[config.mk]
export PLATFORM = sky130hd
export DESIGN_NAME = scca_size_class
export DESIGN_NICKNAME = d
export VERILOG_FILES = /design/src/hw/rtl/scca_pkg.sv /design/src/hw/rtl/scca_size_class.sv
export SDC_FILE = /design/constraint.sdc
export NUM_CORES = 1
export LEC_CHECK = 0
export BUFFER_PORTS_ARGS = -buffer_cell sky130_fd_sc_hd__buf_2
export CELL_PAD_IN_SITES_DETAIL_PLACEMENT = 1
export CELL_PAD_IN_SITES_GLOBAL_PLACEMENT = 2
export CORE_MARGIN = 4
export CORE_UTILIZATION = 26
export DETAILED_ROUTE_END_ITERATION = 16
export PLACE_DENSITY = 0.93
export SYNTH_ARGS = -nofsm -noshare
export SYNTH_HDL_FRONTEND = slang
export SYNTH_SLANG_ARGS = --single-unit
export TNS_END_PERCENT = 50
[constraint.sdc]
create_clock -name vclk -period 5.35
set_input_delay 0.2675 -clock vclk [all_inputs]
set_output_delay 0.2675 -clock vclk [all_outputs]
set_load 0.02 [all_outputs]
[src/hw/rtl/scca_pkg.sv]
// Shared types and constants of the size-class chunk allocator.
`default_nettype none

package scca_pkg;

    // Chunk class is log2 of the chunk size.
    localparam int CLS_W = 4;

    // Chunk map words.
    localparam int MAP_W  = 32;
    localparam int MAP_IW = 5;

    typedef enum logic [2:0] {
        ST_OK        = 3'd0,
        ST_ZERO      = 3'd1,
        ST_TOO_BIG   = 3'd2,
        ST_FULL      = 3'd3,
        ST_NOT_OWNED = 3'd4,
        ST_DOUBLE    = 3'd5,
        ST_NO_MATCH  = 3'd6
    } status_t;

    typedef enum logic [3:0] {
        S_IDLE,
        S_ARD,
        S_ACHK,
        S_CLR,
        S_GEO,
        S_FIRST,
        S_MRD,
        S_MCHK,
        S_AADDR,
        S_FRD,
        S_FCHK,
        S_FIDX,
        S_FMRD,
        S_FMAP,
        S_DONE
    } state_t;

    typedef struct packed {
        logic             zero;
        logic             too_big;
        logic [CLS_W-1:0] cls;
    } size_info_t;

endpackage

`default_nettype wire

[src/hw/rtl/scca_size_class.sv]
// Request size to chunk class decoder.
`default_nettype none

module scca_size_class #(
    parameter int PAGE_BYTES = 4096
) (
    input  wire logic [31:0]         request_size,
    output scca_pkg::size_info_t     info
);
    import scca_pkg::*;

    localparam int PG_W = $clog2(PAGE_BYTES);

    logic [PG_W-1:0] span;
    logic [CLS_W-1:0] msb;

    // Raise to the minimum chunk, then find ceil(log2) from the top set bit of size-1
    always_comb begin
        if (request_size < 32'd8) begin
            span = PG_W'(7);
        end else begin
            span = PG_W'(request_size - 32'd1);
        end
        msb = '0;
        for (int i = 0; i < PG_W; i++) begin
            if (span[i]) begin
                msb = CLS_W'(i);
            end
        end
        info.zero    = (request_size == 32'd0);
        info.too_big = (request_size > 32'(PAGE_BYTES / 2));
        info.cls     = msb + CLS_W'(1);
    end

endmodule

`default_nettype wire

==> Word-level counts from Yosys, hierarchy flattened <==
Cells that the tools add are included.
{ "classes": {"n_reduce_logical": 1, "n_lt_le_gt_ge": 2, "muxes": 12, "add_sub_neg": 2} }
{ "ops": {"columns": ["operator", "count"], "rows": [
  ["$mux W4", 10],
  ["$gt A32 B12 Y1 const B", 1],
  ["$logic_not A32 Y1", 1],
  ["$lt A32 B4 Y1 const B", 1],
  ["$mux W12", 1],
  ["$sub A12 B1 Y12 const B", 1],
  ["$add A4 B1 Y4 const B", 1],
  ["$mux W1", 1]
]} }
{ "word_totals": {"output_inout_bits": 6, "register_bits": 0, "elab_cells": 17, "in_bits": 32} }

==> Depth between registers and ports, before layout <==
{ "logic_depth": {"ltp_word": 14, "depth_mapped": 10, "ltp_nobuf": 8} }

==> Worst setup path after synthesis <==
OpenSTA, ideal clock, no wires.
{ "synth_timing": {"path_type": "input-to-output", "startpoint": "input port request_size[1]", "endpoint": "output port info[3] in the netlist's numbering", "cell_stages": 10, "path_slack_ns": 2.691, "required_ns": 5.083, "n_path_buf": 2, "arrival_ns": 2.391, "cell_sequence": "buf_2 -> inv_1 -> ha_1 -> buf_2 -> nor3b_2 -> xnor2_1 -> a2111oi_2 -> a31o_2 -> a2bb2oi_2 -> o21ai_0"} }
{ "synth_lines": {"columns": ["element", "line", "text"], "rows": [
  ["start, declared", "scca_size_class.sv:7", "input wire logic [31:0] request_size,"],
  ["end, declared", "scca_size_class.sv:8", "output scca_pkg::size_info_t info"]
]} }

==> reports/summary.md <==
The run finished with clean final reports. The proportion of power drawn by flip-flops and latches is 0%, and the number of vias in the routed layout is 941. Summed over its instances, the top area cell type makes up 6.80% of the synthesized netlist area. The run gives 0% as the proportion of power drawn by the clock network. The tools report the utilization after layout as 33.3%. Ranked by instance count, the synthesized netlist is headed by sky130_fd_sc_hd__nor4_1, sky130_fd_sc_hd__nor2_1, sky130_fd_sc_hd__nand2_1, sky130_fd_sc_hd__nor3_1, sky130_fd_sc_hd__o21ai_0. Entering global routing, the biggest net connects 12 pins. The total DRC errors in the routed layout was 0. For the number of global-route vias before repair, the log shows 918.

The count of buffers added on input and output ports is 38. For this design the static power due to leakage is 0.338 nW. Timing analysis after detailed placement gives a worst setup slack of 2.39 ns. The time the final worst path needs with I/O delays and setup came out at 2.99 ns.

The run gives 363 as the number of filler instances in the final layout. The total length of routed wires is 2690 um, and the starting density of the core is 26.9%. The number of hold buffers added after CTS was 0. The largest area contributor in the synthesized netlist was sky130_fd_sc_hd__nor4_1. Via density per instance: 5.77. For the final antenna diode count, the log shows 0.

The source of the worst hold timing path is request_size[13]. The logs give 0.787 for the last weighted congestion value of the routability-driven placer and 0 for the number of max-cap violations. The die covers 3740 um2.

Internal power comes to 0.0267 mW. The floorplan step defined a core boundary enclosing 2730 um2. Type of the worst setup path: in2out. The worst setup path is launched from a primary input. The number of nets with antenna violations after detailed routing is 0.

The mean area per synthesized cell works out to 7.07 um2. The post-route non-filler standard cell count was 163. The cell count after synthesis came out at 104. Summing all placed instances gives a cell area of 911 um2.

The analysis attributes to net switching a power of 0.0342 mW. The run gives 0 as the count of pins over their slew limit. The most common cell in the synthesized netlist is sky130_fd_sc_hd__nor4_1. In the post-synthesis netlist, the biggest area contributors are sky130_fd_sc_hd__nor4_1, sky130_fd_sc_hd__nor3b_1, sky130_fd_sc_hd__a32oi_1, sky130_fd_sc_hd__xnor2_1, sky130_fd_sc_hd__ha_1. The power density over the cells was 67.0 nW/um2; the post-synth net total was 138. Setup repair after global routing left no endpoint under its margin.

The largest fanout on the critical path is 11, and the post-detailed-placement half-perimeter wirelength is 2210 um. The worst slew margin relative to its limit came out at 29.6%. The final setup violation count was 0; the count of boundary I/O pins was 38. After detailed routing, the met2 layer carries 1400 um of wire.

The post-layout instance area is 911 um2, and the layout overhead on the synthesized area is 23.8%. The total standard cell area after synthesis is 736 um2, and the switching share of power is 56.1%. The worst setup path is captured at an output pin. The tools report the number of violations reported at the end of detailed-routing iteration 0 as 20. Post-CTS timing repair inserted 0 buffers for setup. The die width is 61.2 um, and the critical path required time is 5.08 ns. The hold violation total from the final report was 0. For this run, the detailed router's first-pass iteration total came to 3. The highest metal layer with signal wires was met3. The tools report the destination of the critical timing path as info[1].

The launch point of the worst path was request_size[0]. The sequential cells in the finished layout cover a total of 0 um2. The smallest setup slack after layout is 2.36 ns, and the global-route wire length before repair is 4310 um.

In this run, post-CTS repair resized a total of 0 instances. The total of clock buffers placed in the layout was 0. The part of the power in combinational logic is 100.0%, and the net count of the finished layout is 168. Aggregate negative setup slack: 0 ns. The final critical-path share of the clock period was 55.9%. The total overflow left after global routing is 0. The worst-case IR drop observed on VDD is 0.0000290 V. The run gives 0.0610 mW as the overall power.

The floorplan has 19 rows. Based on the critical path, the design can be clocked at up to 0.335 GHz. Hold timing on the final database bottoms out at a slack of 0.949 ns. The min-delay analysis places its worst path in the category in2out.

The post-route met1 wirelength is 1260 um, and the sequential cell count of the final layout is 0. Data on the critical path arrives at its endpoint at 2.72 ns. For this run, the number of Yosys warnings is 0.

The register area share after synthesis was 0%; the vertical die dimension was 61.2 um. The wire length on met3 is 31 um, and the count of different cell masters after synthesis is 51. In this run, placement finished with an instance count of 163. Across every metal layer, demand over resource in global routing totals 14.4%. After detailed routing, the average wire length per cell comes to 16.5 um. The number of antenna violations at the first check in global routing is 0, and the fraction of layout cells with a size suffix above 1 is 37.9%. At the pin with the least slew margin, the transition time is 1.05 ns.
## power by group through the flow
stage	logic, mW	registers, mW	clock network [mW]
floorplan	0.0381	0	0
global placement	0.0579	0	0
detailed placement	0.0603	0	0
CTS	0.0607	0	0
global route	0.0666	0	0
finish	0.0610	0	0
## worst min path at each step
stage / slack (ns) / cells past startpoint / end
CTS: 0.95 / 5 / info[4]
detailed placement: 0.95 / 5 / info[4]
floorplan: 0.74 / 2 / info[4]
finish: 0.95 / 5 / info[4]
global placement: 0.94 / 5 / info[4]
global route: 0.98 / 5 / info[4]
## area by class of cell
type / count / area, um2 / share of cell area [%]
inverters: 4 / 15.0 / 1.65
multi-input cells: 90 / 667 / 73.2
repair buffers: 38 / 190 / 20.9
well taps: 31 / 38.8 / 4.26
## placed cells by master, fill, tap and decap left out, types with 3 or more instances in the layout
cell and count:
sky130_fd_sc_hd__a32oi_1 3, sky130_fd_sc_hd__buf_2 38, sky130_fd_sc_hd__inv_1 4, sky130_fd_sc_hd__nand2_1 5
sky130_fd_sc_hd__nor2_1 6, sky130_fd_sc_hd__nor3_1 5, sky130_fd_sc_hd__nor3b_1 4, sky130_fd_sc_hd__nor4_1 8
sky130_fd_sc_hd__o21ai_0 5, sky130_fd_sc_hd__or4_1 3, sky130_fd_sc_hd__xnor2_1 3
## logic make-up (layout without fill, tap and decap cells)
kind of cell / Yosys count / after routing / share of synthesized area [%]
simple gates: 52 / 52 / 45.7
compound gates: 30 / 30 / 33.8
buf+inv: 14 / 42 / 9.35
xor+xnor: 4 / 4 / 4.76
fa+ha+maj: 2 / 2 / 3.40
mux: 2 / 2 / 2.89
## critical path, cell delays in order
cell	delay [ns]
sky130_fd_sc_hd__buf_2	0.14
sky130_fd_sc_hd__inv_1	0.09
sky130_fd_sc_hd__ha_1	0.38
sky130_fd_sc_hd__or3b_2	0.55
sky130_fd_sc_hd__nor3_2	0.20
sky130_fd_sc_hd__nand4_1	0.13
sky130_fd_sc_hd__a31o_2	0.32
sky130_fd_sc_hd__a2bb2oi_2	0.18
sky130_fd_sc_hd__mux2_1	0.29
sky130_fd_sc_hd__buf_2	0.16
## routing by layer
layer  up-vias  global-route usage [%]
li1        475                       -
met1       458                    19.1
met2         8                    27.3
met3         0                       0
met4         0                   0.310
met5         -                       0
Note: power is estimated with default switching activity, not from simulation.
